File: src/rtl/core/u8u16_pkg.sv
// shared types and constants of the utf-8 to utf-16 transcoder
package u8u16_pkg;

	localparam int unsigned FIFO_DEPTH = 4;
	localparam int unsigned PTR_W      = $clog2(FIFO_DEPTH);
	localparam int unsigned CNT_W      = $clog2(FIFO_DEPTH + 1);

	localparam logic [7:0] LEAD_6 = 8'hFC;
	localparam logic [7:0] LEAD_5 = 8'hF8;
	localparam logic [7:0] LEAD_4 = 8'hF0;
	localparam logic [7:0] LEAD_3 = 8'hE0;
	localparam logic [7:0] LEAD_2 = 8'hC0;
	localparam logic [7:0] CONT_LO = 8'h80;

	localparam logic [30:0] SURR_LO   = 31'h0000D800;
	localparam logic [30:0] SURR_HI   = 31'h0000E000;
	localparam logic [30:0] PLANE1    = 31'h00010000;
	localparam logic [30:0] CP_LIMIT  = 31'h00110000;
	localparam logic [15:0] HI_SURR   = 16'hD800;
	localparam logic [15:0] LO_SURR   = 16'hDC00;

	typedef enum logic [2:0] {
		ST_OK       = 3'd0,
		ST_BAD_LEAD = 3'd1,
		ST_TRUNC    = 3'd2,
		ST_SURR     = 3'd3,
		ST_RANGE    = 3'd4
	} status_t;

	typedef struct packed {
		logic [15:0] code_unit;
		status_t     status;
		logic        last_of_run;
	} result_t;

	// results produced by one decoded byte
	typedef struct packed {
		logic [1:0] count;
		result_t    first;
		result_t    second;
	} dec_out_t;

endpackage

File: src/rtl/core/u8u16_byte_if.sv
// byte channel interface
interface u8u16_byte_if;
	logic       valid;
	logic       ready;
	logic [7:0] in_byte;
	logic       end_of_string;

	modport source (output valid, output in_byte, output end_of_string, input ready);
	modport sink   (input valid, input in_byte, input end_of_string, output ready);
endinterface

File: src/rtl/core/u8u16_unit_if.sv
// code unit channel interface
interface u8u16_unit_if;
	logic        valid;
	logic        ready;
	logic [15:0] code_unit;
	logic [2:0]  status;
	logic        last_of_run;

	modport source (output valid, output code_unit, output status, output last_of_run,
		input ready);
	modport sink   (input valid, input code_unit, input status, input last_of_run,
		output ready);
endinterface

File: src/rtl/core/u8u16_decoder.sv
// sequence state and per-byte decode into zero, one or two code units
module u8u16_decoder (
	input  logic                clk,
	input  logic                arst_n,
	input  logic                fire,
	input  logic [7:0]          in_byte,
	input  logic                end_of_string,
	output u8u16_pkg::dec_out_t dec
);

	logic [2:0]  pending_q;
	logic [30:0] partial_q;
	logic [2:0]  pending_d;
	logic [30:0] partial_d;
	logic [30:0] cp;
	logic [20:0] cp_off;
	logic [2:0]  lead_cnt;
	logic [30:0] lead_val;

	assign cp     = {partial_q[24:0], in_byte[5:0]};
	assign cp_off = cp[20:0] - u8u16_pkg::PLANE1[20:0];

	always_comb begin
		lead_cnt = 3'd0;
		lead_val = '0;
		if (in_byte >= u8u16_pkg::LEAD_6) begin
			lead_cnt = 3'd5;
			lead_val = {30'd0, in_byte[0]};
		end else if (in_byte >= u8u16_pkg::LEAD_5) begin
			lead_cnt = 3'd4;
			lead_val = {29'd0, in_byte[1:0]};
		end else if (in_byte >= u8u16_pkg::LEAD_4) begin
			lead_cnt = 3'd3;
			lead_val = {28'd0, in_byte[2:0]};
		end else if (in_byte >= u8u16_pkg::LEAD_3) begin
			lead_cnt = 3'd2;
			lead_val = {27'd0, in_byte[3:0]};
		end else if (in_byte >= u8u16_pkg::LEAD_2) begin
			lead_cnt = 3'd1;
			lead_val = {26'd0, in_byte[4:0]};
		end
	end

	always_comb begin
		dec       = '0;
		pending_d = 3'd0;
		partial_d = '0;
		dec.first.status  = u8u16_pkg::ST_OK;
		dec.second.status = u8u16_pkg::ST_OK;
		dec.first.last_of_run  = 1'b1;
		dec.second.last_of_run = 1'b1;
		if (pending_q == 3'd0) begin
			if (lead_cnt != 3'd0) begin
				if (end_of_string) begin
					dec.count        = 2'd1;
					dec.first.status = u8u16_pkg::ST_TRUNC;
				end else begin
					pending_d = lead_cnt;
					partial_d = lead_val;
				end
			end else if (in_byte >= u8u16_pkg::CONT_LO) begin
				dec.count        = 2'd1;
				dec.first.status = u8u16_pkg::ST_BAD_LEAD;
			end else begin
				dec.count           = 2'd1;
				dec.first.code_unit = {8'd0, in_byte};
			end
		end else if (pending_q == 3'd1) begin
			// sequence completes on this byte
			dec.count = 2'd1;
			if (cp < u8u16_pkg::PLANE1) begin
				if (cp >= u8u16_pkg::SURR_LO && cp < u8u16_pkg::SURR_HI) begin
					dec.first.status = u8u16_pkg::ST_SURR;
				end else begin
					dec.first.code_unit = cp[15:0];
				end
			end else if (cp < u8u16_pkg::CP_LIMIT) begin
				dec.count               = 2'd2;
				dec.first.code_unit     = u8u16_pkg::HI_SURR | {6'd0, cp_off[19:10]};
				dec.first.last_of_run   = 1'b0;
				dec.second.code_unit    = u8u16_pkg::LO_SURR | {6'd0, cp_off[9:0]};
			end else begin
				dec.first.status = u8u16_pkg::ST_RANGE;
			end
		end else if (end_of_string) begin
			dec.count        = 2'd1;
			dec.first.status = u8u16_pkg::ST_TRUNC;
		end else begin
			pending_d = pending_q - 3'd1;
			partial_d = cp;
		end
	end

	always_ff @(posedge clk or negedge arst_n) begin
		if (!arst_n) begin
			pending_q <= 3'd0;
			partial_q <= '0;
		end else if (fire) begin
			pending_q <= pending_d;
			partial_q <= partial_d;
		end
	end

`ifndef ASSERT_OFF
	a_pending_range: assert property (@(posedge clk) disable iff (!arst_n)
		pending_q <= 3'd5)
		else $error("pending count beyond five");
	a_result_ends_seq: assert property (@(posedge clk) disable iff (!arst_n)
		fire && dec.count != 2'd0 |=> pending_q == 3'd0)
		else $error("sequence still open after a result");
	a_pair_ok: assert property (@(posedge clk) disable iff (!arst_n)
		dec.count == 2'd2 |-> dec.first.status == u8u16_pkg::ST_OK
			&& dec.second.status == u8u16_pkg::ST_OK && !dec.first.last_of_run)
		else $error("malformed surrogate pair");
`endif

endmodule

File: src/rtl/core/u8u16_out_fifo.sv
// small result queue taking up to two beats a cycle and giving one while the receiver is ready
module u8u16_out_fifo (
	input  logic                clk,
	input  logic                arst_n,
	input  u8u16_pkg::dec_out_t push,
	output logic                room,
	u8u16_unit_if.source        units
);

	u8u16_pkg::result_t              mem_q [u8u16_pkg::FIFO_DEPTH];
	logic [u8u16_pkg::PTR_W-1:0]     wr_ptr_q;
	logic [u8u16_pkg::PTR_W-1:0]     rd_ptr_q;
	logic [u8u16_pkg::CNT_W-1:0]     count_q;
	logic                            pop;
	logic [u8u16_pkg::PTR_W-1:0]     wr_ptr_p1;

	assign pop       = units.valid && units.ready;
	assign wr_ptr_p1 = wr_ptr_q + u8u16_pkg::PTR_W'(1);
	// space for a worst-case pair
	assign room      = count_q <= u8u16_pkg::CNT_W'(u8u16_pkg::FIFO_DEPTH - 2);

	assign units.valid       = count_q != '0;
	assign units.code_unit   = mem_q[rd_ptr_q].code_unit;
	assign units.status      = mem_q[rd_ptr_q].status;
	assign units.last_of_run = mem_q[rd_ptr_q].last_of_run;

	always_ff @(posedge clk) begin
		if (push.count != 2'd0) begin
			mem_q[wr_ptr_q] <= push.first;
		end
		if (push.count == 2'd2) begin
			mem_q[wr_ptr_p1] <= push.second;
		end
	end

	always_ff @(posedge clk or negedge arst_n) begin
		if (!arst_n) begin
			wr_ptr_q <= '0;
			rd_ptr_q <= '0;
			count_q  <= '0;
		end else begin
			wr_ptr_q <= wr_ptr_q + u8u16_pkg::PTR_W'(push.count);
			if (pop) begin
				rd_ptr_q <= rd_ptr_q + u8u16_pkg::PTR_W'(1);
			end
			count_q <= count_q + u8u16_pkg::CNT_W'(push.count)
				- u8u16_pkg::CNT_W'(pop);
		end
	end

`ifndef ASSERT_OFF
	a_count_bound: assert property (@(posedge clk) disable iff (!arst_n)
		count_q <= u8u16_pkg::CNT_W'(u8u16_pkg::FIFO_DEPTH))
		else $error("queue count beyond depth");
	a_no_overflow: assert property (@(posedge clk) disable iff (!arst_n)
		push.count != 2'd0 |-> (count_q + u8u16_pkg::CNT_W'(push.count))
			<= u8u16_pkg::CNT_W'(u8u16_pkg::FIFO_DEPTH))
		else $error("queue overflow");
	a_idle_hold: assert property (@(posedge clk) disable iff (!arst_n)
		!pop && push.count == 2'd0 |=> $stable(count_q) && $stable(rd_ptr_q))
		else $error("queue moved without a beat");
`endif

endmodule

File: src/rtl/core/utf8_to_utf16_transcoder_top.sv
// top level of the utf-8 to utf-16 transcoder
//
// takes one utf-8 byte per beat on bytes_ch, with end_of_string on the final
// byte of a string, and gives utf-16 code units on units_ch. a rate of one
// byte per cycle is held while the queue has room for a pair: a byte is
// registered in the input stage, then decoded combinationally against the
// sequence state, and its zero, one or two results go into a four-entry result
// queue that gives one beat per cycle while units_ch is ready. the input stage
// moves on whenever the queue has room for a pair, so bytes keep flowing while
// earlier results wait to be taken. lead bytes 0xc0-0xff open sequences of one
// to five continuation bytes (legacy 5- and 6-byte forms included); code points
// from 0x10000 to 0x10ffff give a surrogate pair with last_of_run on the low
// half. errors (stray continuation byte, truncated string, surrogate code
// point, value of 0x110000 or more) give one beat with code_unit zero and the
// status code, and drop the sequence.
module utf8_to_utf16_transcoder_top (
	input  logic         clk,
	input  logic         arst_n,
	u8u16_byte_if.sink   bytes_ch,
	u8u16_unit_if.source units_ch
);

	// input stage
	logic       valid_s1;
	logic [7:0] byte_s1;
	logic       eos_s1;

	// decode and queue handshake
	logic                room;
	logic                fire;
	u8u16_pkg::dec_out_t dec;
	u8u16_pkg::dec_out_t push;

	// a registered byte is decoded when the queue can take a pair
	assign fire           = valid_s1 && room;
	assign bytes_ch.ready = !valid_s1 || fire;

	always_ff @(posedge clk or negedge arst_n) begin
		if (!arst_n) begin
			valid_s1 <= 1'b0;
		end else if (bytes_ch.ready) begin
			valid_s1 <= bytes_ch.valid;
		end
	end

	// payload needs no reset
	always_ff @(posedge clk) begin
		if (bytes_ch.valid && bytes_ch.ready) begin
			byte_s1 <= bytes_ch.in_byte;
			eos_s1  <= bytes_ch.end_of_string;
		end
	end

	u8u16_decoder u_decoder (
		.clk           (clk),
		.arst_n        (arst_n),
		.fire          (fire),
		.in_byte       (byte_s1),
		.end_of_string (eos_s1),
		.dec           (dec)
	);

	// only a decoded byte pushes results
	always_comb begin
		push = dec;
		if (!fire) begin
			push.count = 2'd0;
		end
	end

	u8u16_out_fifo u_out_fifo (
		.clk    (clk),
		.arst_n (arst_n),
		.push   (push),
		.room   (room),
		.units  (units_ch)
	);

`ifndef ASSERT_OFF
	a_stall_holds: assert property (@(posedge clk) disable iff (!arst_n)
		valid_s1 && !room |=> valid_s1 && $stable(byte_s1) && $stable(eos_s1))
		else $error("stalled byte lost");
	a_no_push_idle: assert property (@(posedge clk) disable iff (!arst_n)
		!valid_s1 |-> push.count == 2'd0)
		else $error("results without a byte");
	a_ready_when_empty: assert property (@(posedge clk) disable iff (!arst_n)
		!valid_s1 |-> bytes_ch.ready)
		else $error("empty input stage not ready");
`endif

endmodule

File: src/flat_wrapper.sv
// flat-port wrapper written by rule: the top's interface ports become plain ports
module utf8_to_utf16_transcoder_top_flat 
  (clk, arst_n, bytes_ch_valid, bytes_ch_in_byte, bytes_ch_end_of_string, bytes_ch_ready, units_ch_valid, units_ch_code_unit, units_ch_status, units_ch_last_of_run, units_ch_ready);
  u8u16_byte_if bytes_ch_i ();
  u8u16_unit_if units_ch_i ();
  input  logic clk;
  input  logic arst_n;
  input wire logic [$bits(bytes_ch_i.valid)-1:0] bytes_ch_valid;
  input wire logic [$bits(bytes_ch_i.in_byte)-1:0] bytes_ch_in_byte;
  input wire logic [$bits(bytes_ch_i.end_of_string)-1:0] bytes_ch_end_of_string;
  output wire logic [$bits(bytes_ch_i.ready)-1:0] bytes_ch_ready;
  output wire logic [$bits(units_ch_i.valid)-1:0] units_ch_valid;
  output wire logic [$bits(units_ch_i.code_unit)-1:0] units_ch_code_unit;
  output wire logic [$bits(units_ch_i.status)-1:0] units_ch_status;
  output wire logic [$bits(units_ch_i.last_of_run)-1:0] units_ch_last_of_run;
  input wire logic [$bits(units_ch_i.ready)-1:0] units_ch_ready;
  assign bytes_ch_i.valid = bytes_ch_valid;
  assign bytes_ch_i.in_byte = bytes_ch_in_byte;
  assign bytes_ch_i.end_of_string = bytes_ch_end_of_string;
  assign bytes_ch_ready = bytes_ch_i.ready;
  assign units_ch_valid = units_ch_i.valid;
  assign units_ch_code_unit = units_ch_i.code_unit;
  assign units_ch_status = units_ch_i.status;
  assign units_ch_last_of_run = units_ch_i.last_of_run;
  assign units_ch_i.ready = units_ch_ready;
  utf8_to_utf16_transcoder_top u_core (.clk(clk), .arst_n(arst_n), .bytes_ch(bytes_ch_i), .units_ch(units_ch_i));
endmodule
File: config.mk
export PLATFORM = sky130hd
export DESIGN_NAME = utf8_to_utf16_transcoder_top_flat
export DESIGN_NICKNAME = d
export VERILOG_FILES = /design/src/rtl/core/u8u16_pkg.sv /design/src/rtl/core/u8u16_byte_if.sv /design/src/rtl/core/u8u16_unit_if.sv /design/src/rtl/core/u8u16_decoder.sv /design/src/rtl/core/u8u16_out_fifo.sv /design/src/rtl/core/utf8_to_utf16_transcoder_top.sv /design/src/flat_wrapper.sv
export SDC_FILE = /design/constraint.sdc
export NUM_CORES = 1
export LEC_CHECK = 0
export ABC_AREA = 1
export BUFFER_PORTS_ARGS = -buffer_cell sky130_fd_sc_hd__buf_2
export CORE_ASPECT_RATIO = 1.1
export CORE_MARGIN = 2
export CORE_UTILIZATION = 56
export DETAILED_ROUTE_END_ITERATION = 8
export HOLD_SLACK_MARGIN = 0.05
export PLACE_DENSITY = 0.86
export SKIP_LAST_GASP = 1
export SYNTH_ARGS = -nofsm -noshare
export SYNTH_HDL_FRONTEND = slang
export SYNTH_HIERARCHICAL = 1
export SYNTH_SLANG_ARGS = --single-unit
File: constraint.sdc
create_clock -name clk -period 3.95 [get_ports clk]
set_clock_uncertainty 0.05 [all_clocks]
set_input_delay 0.79 -clock clk [delete_from_list [all_inputs] [get_ports clk]]
set_output_delay 0.79 -clock clk [all_outputs]
set_load 0.02 [all_outputs]
Word-level counts from Yosys, hierarchy flattened
Memory sizes are Yosys's and may differ from the RTL's.
Cells that the tools add are included.
W data, S select, Z words.
- bits in registers: 45
- memory bits (writable): 80
- output and inout bits: 22
- word-level logic and storage cells: 85
- memories: 1
- memory list (memory ; words ; width ; rd ports ; clocked after memory_dff ; wr ports ; RTL line ; RTL):
    u_core.u_out_fifo.mem_q ; 4 ; 20 ; 1 ; 0 ; 2 ; u8u16_out_fifo.sv:10 ; u8u16_pkg::result_t mem_q [u8u16_pkg::FIFO_DEPTH];
- add/subtract/negate cells: 7
- magnitude comparators: 11
- equal/unequal tests: 2
- muxes and demuxes: 46
- reductions and logical operators: 10
- operator list (operator ; count):
    $mux W25 ; 5
    $mux W17 ; 4
    $ge A8 B8 Y1 const B ; 6
    $mux W16 ; 2
    $ge A31 B16 Y1 const B ; 1
    $lt A31 B16 Y1 const B ; 1
    $lt A31 B17 Y1 const B ; 1
    $lt A31 B21 Y1 const B ; 1
    $mux W3 ; 9
    $mux W5 ; 5
    $mux W21 ; 1
    $sub A20 B17 Y20 const B ; 1
    $mux W19 ; 1
    $mux W18 ; 1
    $mux W2 ; 9
    $mux W8 ; 2
    $mux W1 ; 7
    $reduce_bool A3 Y1 ; 2
    $add A2 B1 Y2 const B ; 2
    $logic_and A1 B1 Y1 ; 4
    $add A3 B2 Y3 ; 1
    $eq A3 B1 Y1 const B ; 1
    $le A3 B2 Y1 const B ; 1
    $logic_not A3 Y1 ; 1
    7 further kinds ; 7

Longest topological paths before layout
Gate-level depths: netlist (run 1).
- word-level depth: 13
- gate-level depth with buffers: 17

Modules after synthesis
The synthesis (run 1) kept the hierarchy.
- modules (own cells, without submodules) (module ; times used ; cells an instance ; area an instance (µm²) ; sequential area each (µm²)):
    u8u16_out_fifo ; 1 ; 584 ; 4668.2 ; 2577.5
    u8u16_decoder ; 1 ; 270 ; 1954.4 ; 700.7
    utf8_to_utf16_transcoder_top ; 1 ; 21 ; 340.3 ; 295.3

Least setup slack after synthesis (run 1)
Ideal clock, no wire load.
- path type: flip-flop to flip-flop
- from: reg u_core.u_decoder.partial_q[22]
- to: mem u_core/u_out_fifo/mem_q[3][0] (netlist bit) (enable)
- setup time: 0.425 ns
- arrival: 3.292 ns
- data required time: 3.475 ns
- path slack: 0.184 ns
- cell stages (with the launch flop): 14
- buffers on the path: 2
- period minus slack after synthesis: 3.766 ns
- path through: dfrtp_1 -> nor2_1 -> nand2_1 -> nor2_4 -> nand2_4 -> nor2_8 -> nand3_4 -> buf_6 -> inv_1 -> buf_4 -> inv_1 -> nor2_1 -> nor2_1 -> o21ai_0
- RTL lines (item ; RTL line ; RTL):
    start, declared ; u8u16_decoder.sv:12 ; logic [30:0] partial_q;
    start signal, assigned ; u8u16_decoder.sv:100 ; partial_q <= partial_d;
    end, declared ; u8u16_out_fifo.sv:10 ;

==> results of run 1 <==
power by group through the flow:
stage / Sequential (mW) / Clock [mW] / Combinational, mW
global route: 2.09 / 1.63 / 3.37
finish: 2.06 / 1.56 / 3.02
detailed placement: 2.08 / 0 / 2.95
floorplan: 2.02 / 0 / 2.24
CTS: 2.05 / 1.58 / 2.99
global placement: 2.06 / 0 / 2.89
layout by cell type, fill, tap and decap left out, drive strengths merged, types with 2 or more instances in the layout:
master	Yosys	routed
nor2	95	95
a21oi	8	8
buf	38	55
nand2	311	311
clkinv	0	5
or2	2	2
inv	93	95
a31oi	4	4
nand4	14	14
edfxtp	89	89
ha	8	8
nand3	73	73
o21ai	55	55
conb	2	5
bufinv	0	3
xor2	3	3
clkbuf	18	18
dfrtp	36	36
clkinvlp	0	4
o32ai	20	20
sequential cells by signal, indices dropped and copies added (netlist names):
signal	flops
u_core/byte_s1	8
u_core/eos_s1	1
u_core/u_decoder/partial_q	25
u_core/u_decoder/pending_q	3
u_core/u_out_fifo/count_q	3
u_core/u_out_fifo/mem_q	80
u_core/u_out_fifo/rd_ptr_q	2
u_core/u_out_fifo/wr_ptr_q	2
u_core/valid_s1	1
kinds of logic (layout without fill, tap and decap cells):
logic type               Yosys count  in the layout  synth area share, %
XOR/XNOR                           3              3                0.377
AO/OA/AOI/OAI                     89             89                 7.60
adder cells (fa/ha/maj)            9              9                 1.73
flip-flops                       125            125                 51.3
other                              2              5                0.108
AND/OR/NAND/NOR                  498            498                 29.7
buffers and inverters            149            180                 9.18
cell type report:
class | instances | area, µm²
sequential | 125 | 3570
inverter | 93 | 349
fill | 972 | 4280
tap | 154 | 193
clock buffer | 18 | 429
clock inverter | 14 | 169
timing repair buffer | 55 | 328
multi-input combinational | 604 | 2770
path summary, 6_finish.rpt:
| kind | cells past startpoint | start | end |
|---|---|---|---|
| max reg2reg | 18 | u_core/u_decoder/pending_q[1] | u_core/u_out_fifo/mem_q[1][18] |
| max | 18 | u_core/u_decoder/pending_q[1] | u_core/u_out_fifo/mem_q[1][18] |
| max in group asynchronous | 1 | arst_n | u_core/u_out_fifo/count_q[2] |
| min in group clk | 2 | u_core/u_out_fifo/rd_ptr_q[1] | u_core/u_out_fifo/rd_ptr_q[1] |
| min | 1 | arst_n | u_core/u_decoder/partial_q[11] |
| min reg2reg | 2 | u_core/u_out_fifo/rd_ptr_q[1] | u_core/u_out_fifo/rd_ptr_q[1] |
metal layers:
metal	GRT usage, %	up-vias	share of wire, %
met5	0	-	0
met4	12.0	0	3.5
met3	5.37	53	9.3
met2	44.6	334	49
met1	33.3	2683	38
li1	-	2872	-
stage by stage:
step / power [mW] / hold slack [ns]
3_5_place_dp: 5.03 / 0.438
5_1_grt: 7.09 / 0.483
4_1_cts: 6.62 / 0.427
3_3_place_gp: 4.95 / 0.405
2_1_floorplan: 4.25 / 0.391
6_report: 6.64 / 0.405
worst reg2reg max path: stages (launching register included):
cell,delay (ns)
dfrtp_1,0.36
inv_1,0.11
ha_1,0.18
nand2_1,0.09
nor2_2,0.10
buf_4,0.21
nand3_4,0.22
o21ai_0,0.19
inv_1,0.07
inv_1,0.05
nor2_1,0.05
buf_4,0.15
inv_1,0.09
nand2_1,0.10
inv_2,0.07
buf_4,0.48
nand2_1,0.16
nand2_1,0.11
buf_4,0.30
==> impl_metrics.env, run 1 <==
export IMPL_async_flop_share_pct=28.8
export IMPL_num_vias=5942
export IMPL_yosys_top_cells_area="edfxtp_1 (38%), nand2_1 (17%), dfrtp_1 (13%), nand3_1 (5.2%), inv_1 (4.9%)"
export IMPL_pin_count=35
export IMPL_netSwitchingFraction_pct=43.6
export IMPL_path_cells="inv_1 > ha_1 > nand2_1 > nor2_2 > buf_4 > nand3_4 > o21ai_0 > inv_1 > inv_1 > nor2_1 > buf_4 > inv_1 > nand2_1 > inv_2 > buf_4 > nand2_1 > nand2_1 > buf_4"
export IMPL_synth_area_leader_cell="edfxtp_1"
export IMPL_pwr_share_seq_pct=31.0
export IMPL_hp_class="in2async"
export IMPL_cpPeakStageDelay_ns=0.48
export IMPL_clock_latency_ns=0.42
export IMPL_status="finished clean"
export IMPL_power_switching_mw=2.90
export IMPL_diodes=0
export IMPL_antenna_found_initial=0
export IMPL_p_leak_nw=3.71
export IMPL_rrSetupSlack_ns=0.50
export IMPL_cts_tree="done"
export IMPL_design_area_um2=7810
export IMPL_cts_sinks=125
export IMPL_place_gp_congestion=0.916
export IMPL_syn_to_final_growth_pct=12.1
export IMPL_p_per_area_nw_per_um2=850
export IMPL_pwr_share_clk_pct=23.6
export IMPL_coreArea_um2=12100
export IMPL_grt_setup_unrepaired="no"
export IMPL_stdcell_count=1063
export IMPL_worst_slack_ns=0.496
export IMPL_layout_drive_gt1_share_pct=10.8
export IMPL_cts_htree_levels=4
export IMPL_period_share_pct=87.4
export IMPL_first_global_vias=5620
export IMPL_relSlewSlack_pct=18.3
export IMPL_setup_violations=0
export IMPL_fin_setup_tns_ns=0
export IMPL_cts_setup_buffers=0
export IMPL_vdd_ir_drop_worst_mv=0.480
export IMPL_die_x_um=110
export IMPL_slowest_stage="buf_4"
export IMPL_drt_iter0_drc=730
export IMPL_drv_cap=0
export IMPL_gr_total_overflow=0
export IMPL_critical_path_class="reg2reg"
export IMPL_cts_resized=0
export IMPL_synth_area_um2=6960
export IMPL_clockBufferDepth=2
export IMPL_numCtsBuffers=17
export IMPL_cts_clk_slew_worst_paths_ns=0.06
export IMPL_vias_per_cell=5.59
export IMPL_die_area_um2=13300
export IMPL_final_util_pct=64.6
export IMPL_ant_nets=0
export IMPL_initial_core_util_pct=57.6
export IMPL_ys_types=33
export IMPL_startpoint_type="flop"
export IMPL_cts_root_buf="clkbuf_16"
export IMPL_dp_cells=1031
export IMPL_netlist_top_cells_count="nand2_1 (308), inv_1 (91), nor2_1 (91)"
export IMPL_die_h_um=121
export IMPL_critPathMaxFanout=62
export IMPL_place_hpwl_mm=10.4
export IMPL_worstPathArrival_ns=3.49
export IMPL_numPortBuffers=34
export IMPL_ys_seq_area_share_pct=51.3
export IMPL_synth_seq_cells=125
export IMPL_grt_pass1_wl_mm=27.0
export IMPL_max_freq_mhz=290
export IMPL_drt_first_pass_iters=9
export IMPL_synth_cells=875
export IMPL_worstMarginPinSlew_ns=1.23
export IMPL_nets=918
export IMPL_drv_slew=0
export IMPL_post_place_ws_ns=0.584
export IMPL_hold_buffers=0
export IMPL_grt_max_degree=63
export IMPL_syn_avg_cell_area_um2=7.96
export IMPL_yosysWarnings=6
export IMPL_cp_required_ns=3.99
export IMPL_grt_usage_pct=26.7
export IMPL_crit_buf_inv=9
export IMPL_wl_per_cell_um=15.6
export IMPL_pwr_share_comb_pct=45.5
export IMPL_row_count=42
export IMPL_routed_wl_mm=16.6
export IMPL_critical_path_top_delay_family="buffers and inverters"
export IMPL_synth_ff_type="edfxtp_1"
export IMPL_drcViolationCount=0
export IMPL_dpl_cell_area_um2=7210
export IMPL_intPower_mw=3.74
export IMPL_synth_edf_count=89
export IMPL_end_kind="flop"
export IMPL_hold_violations=0
export IMPL_min_period_ns=3.45
export IMPL_synth_most_common_cell="nand2_1"
export IMPL_synth_top_area_share_pct=38.4
(Power assumes the default switching activity.)
==> run 2, diff against run 1 <==
--- a/config.mk
+++ b/config.mk
@@ -7,14 +7,14 @@
 export LEC_CHECK = 0
 export ABC_AREA = 1
 export BUFFER_PORTS_ARGS = -buffer_cell sky130_fd_sc_hd__buf_2
+export CAP_MARGIN = 5
 export CORE_ASPECT_RATIO = 1.1
 export CORE_MARGIN = 2
-export CORE_UTILIZATION = 56
+export CORE_UTILIZATION = 55
 export DETAILED_ROUTE_END_ITERATION = 8
 export HOLD_SLACK_MARGIN = 0.05
-export PLACE_DENSITY = 0.86
+export PLACE_DENSITY = 0.85
 export SKIP_LAST_GASP = 1
 export SYNTH_ARGS = -nofsm -noshare
 export SYNTH_HDL_FRONTEND = slang
-export SYNTH_HIERARCHICAL = 1
 export SYNTH_SLANG_ARGS = --single-unit
==> run 2 against run 1 <==
Fmax grew 12%. Sequential share of layout area grew 1.6 points. Via count shrank 8.1%. Utilization shrank 2.0 points. Global-route usage grew 1.2 points. Non-clock buffer count shrank 13. Critical path depth shrank 14. Clock power shrank 12%. Highest routed layer unchanged. Die area shrank 6.6%. Clock-buffer cell count grew 6. Final cell count shrank 16%. First-iteration DRC count grew 0.27%.
==> impl_metrics.env, run 2 <==
export IMPL_status="finished clean"
export IMPL_grt_setup_unrepaired="no"
export IMPL_async_flop_share_pct=28.8
export IMPL_largest_reg_flops=80
export IMPL_final_cell_mix="nand2_1 (109), nor2_1 (97), o21ai_0 (93)"
export IMPL_layout_drive_gt1_share_pct=15.8
export IMPL_critPathMaxFanout=40
export IMPL_worstMarginPinSlew_ns=1.16
export IMPL_wl_per_cell_um=18.5
export IMPL_grt_max_degree=43
export IMPL_numPortBuffers=34
export IMPL_yosys_top_cells_area="edfxtp_1 (33%), dfrtp_1 (14%), o21ai_0 (7.3%), nand2_1 (6.4%), dfxtp_1 (6.3%)"
export IMPL_fin_setup_tns_ns=0
export IMPL_cts_setup_buffers=0
export IMPL_die_x_um=107
export IMPL_pin_count=35
export IMPL_path_cells="inv_1 > o21ai_0 > o22ai_1 > buf_2"
export IMPL_synth_compound_area_share_pct=14.8
export IMPL_p_per_area_nw_per_um2=804
export IMPL_startpoint_type="flop"
export IMPL_synth_seq_cells=125
export IMPL_nets=756
export IMPL_hp_class="in2async"
export IMPL_critical_path_top_delay_family="buffers and inverters"
export IMPL_numCtsBuffers=17
export IMPL_max_freq_mhz=323
export IMPL_end_kind="output pin"
export IMPL_hold_buffers=0
export IMPL_synth_top_family_by_area="simple AND/OR/NAND/NOR gates"
export IMPL_critical_path_class="reg2out"
export IMPL_pwr_share_seq_pct=33.3
export IMPL_cts_resized=0
export IMPL_relSlewSlack_pct=22.9
export IMPL_initial_core_util_pct=55.9
export IMPL_dp_cells=865
export IMPL_ys_types=45
export IMPL_die_area_um2=12500
export IMPL_place_gp_congestion=0.927
export IMPL_drv_slew=0
export IMPL_top_register="u_core.u_out_fifo.mem_q"
export IMPL_final_common_cell="nand2_1"
export IMPL_vdd_ir_drop_worst_mv=0.456
export IMPL_pwr_share_comb_pct=42.8
export IMPL_ys_seq_area_share_pct=53.0
export IMPL_num_vias=5461
export IMPL_design_area_um2=7130
export IMPL_netlist_top_cells_count="nand2_1 (109), nor2_1 (97), o21ai_0 (93)"
export IMPL_synth_top_area_share_pct=32.5
export IMPL_ant_nets=0
export IMPL_dpl_cell_area_um2=6610
export IMPL_cts_clk_slew_worst_paths_ns=0.05
export IMPL_drv_cap=0
export IMPL_setup_violations=0
export IMPL_synth_area_leader_cell="edfxtp_1"
export IMPL_vias_per_cell=6.09
export IMPL_drt_first_pass_iters=6
export IMPL_yosysWarnings=0
export IMPL_hold_violations=0
export IMPL_first_global_vias=5348
export IMPL_synth_most_common_cell="nand2_1"
export IMPL_syn_avg_cell_area_um2=9.05
export IMPL_antenna_found_initial=0
export IMPL_pwr_share_clk_pct=23.9
export IMPL_row_count=41
export IMPL_diodes=0
export IMPL_synthSimpleGateAreaFrac_pct=22.0
export IMPL_drcViolationCount=0
export IMPL_intPower_mw=3.23
export IMPL_clock_latency_ns=0.42
export IMPL_syn_to_final_growth_pct=11.9
export IMPL_cpPeakStageDelay_ns=0.83
export IMPL_cp_required_ns=3.11
export IMPL_synth_adder_area_share_pct=1.89
export IMPL_grt_pass1_wl_mm=26.6
export IMPL_synth_ff_type="edfxtp_1"
export IMPL_synthXorXnorAreaFrac_pct=1.10
export IMPL_drt_iter0_drc=732
export IMPL_min_period_ns=3.10
export IMPL_slowest_stage="inv_1"
export IMPL_cts_tree="done"
export IMPL_gr_total_overflow=0
export IMPL_netSwitchingFraction_pct=43.5
export IMPL_p_leak_nw=2.96
export IMPL_period_share_pct=78.4
export IMPL_crit_buf_inv=2
export IMPL_final_util_pct=62.6
export IMPL_clockBufferDepth=2
export IMPL_place_hpwl_mm=11.2
export IMPL_synth_area_um2=6370
export IMPL_synth_edf_count=69
export IMPL_worstPathArrival_ns=2.26
export IMPL_synth_mux_area_share_pct=0
export IMPL_routed_wl_mm=16.6
export IMPL_power_switching_mw=2.49
export IMPL_top_regs="u_core.u_out_fifo.mem_q x80, u_core.u_decoder.partial_q x25, u_core.byte_s1 x8"
export IMPL_synth_cells=704
export IMPL_coreArea_um2=11400
export IMPL_cts_sinks=125
export IMPL_grt_usage_pct=27.9
export IMPL_cts_htree_levels=4
export IMPL_die_h_um=117
export IMPL_stdcell_count=897
export IMPL_syn_nets=726
export IMPL_cts_root_buf="clkbuf_16"
[run 2: per-stage QoR]
step           setup WS (ns)  total power, mW  hold WS (ns)
3_3_place_gp            1.05             4.22         0.397
6_report               0.853             5.73         0.406
2_1_floorplan           1.19             3.66         0.385
5_1_grt                0.669             6.05         0.439
4_1_cts                0.875             5.70         0.413
3_5_place_dp           0.925             4.33         0.400
[run 2: final cells by class]
| type | count | area (µm²) |
|---|---|---|
| inverter | 74 | 287 |
| sequential | 125 | 3370 |
| multi-input combinational | 474 | 2530 |
| timing repair buffer | 42 | 230 |
| clock inverter | 8 | 45.0 |
| fill | 942 | 4260 |
| clock buffer | 24 | 472 |
| tap | 150 | 188 |
[run 2: worst paths after layout]
path	startpoint	to	slack, ns	depth (start not counted)
max	u_core.u_out_fifo.rd_ptr_q[0]	units_ch_code_unit[1]	0.85	4
min	arst_n	u_core.u_decoder.partial_q[10]	0.41	1
max reg2reg	u_core.u_decoder.pending_q[0]	u_core.u_out_fifo.count_q[2]	0.89	15
min reg2reg	u_core.u_out_fifo.mem_q[2][0]	u_core.u_out_fifo.mem_q[2][0]	0.41	1
max in group asynchronous	arst_n	u_core.u_decoder.partial_q[6]	2.94	1
min in group clk	u_core.u_out_fifo.mem_q[2][0]	u_core.u_out_fifo.mem_q[2][0]	0.41	1
[run 2: layer usage]
layer / track usage, % / up-vias / wire length (µm)
li1: - / 2468 / -
met1: 34.3 / 2583 / 6350
met2: 47.6 / 343 / 8060
met3: 6.26 / 67 / 1600
met4: 12.6 / 0 / 620
met5: 0 / - / 0
[run 2: cells by family after synthesis]
| family | count (synthesis) |
|---|---|
| AND/OR/NAND/NOR | 292 |
| AO/OA/AOI/OAI | 165 |
| flip-flops | 125 |
| buffers and inverters | 105 |
| adder cells (fa/ha/maj) | 9 |
| XOR/XNOR | 8 |
[run 2: power by group through the flow]
stage               combinational (mW)  clock, mW  sequential, mW
finish                            2.45       1.37            1.91
global route                      2.69       1.43            1.93
CTS                               2.43       1.37            1.90
detailed placement                2.41          0            1.92
global placement                  2.32          0            1.91
floorplan                         1.81          0            1.86
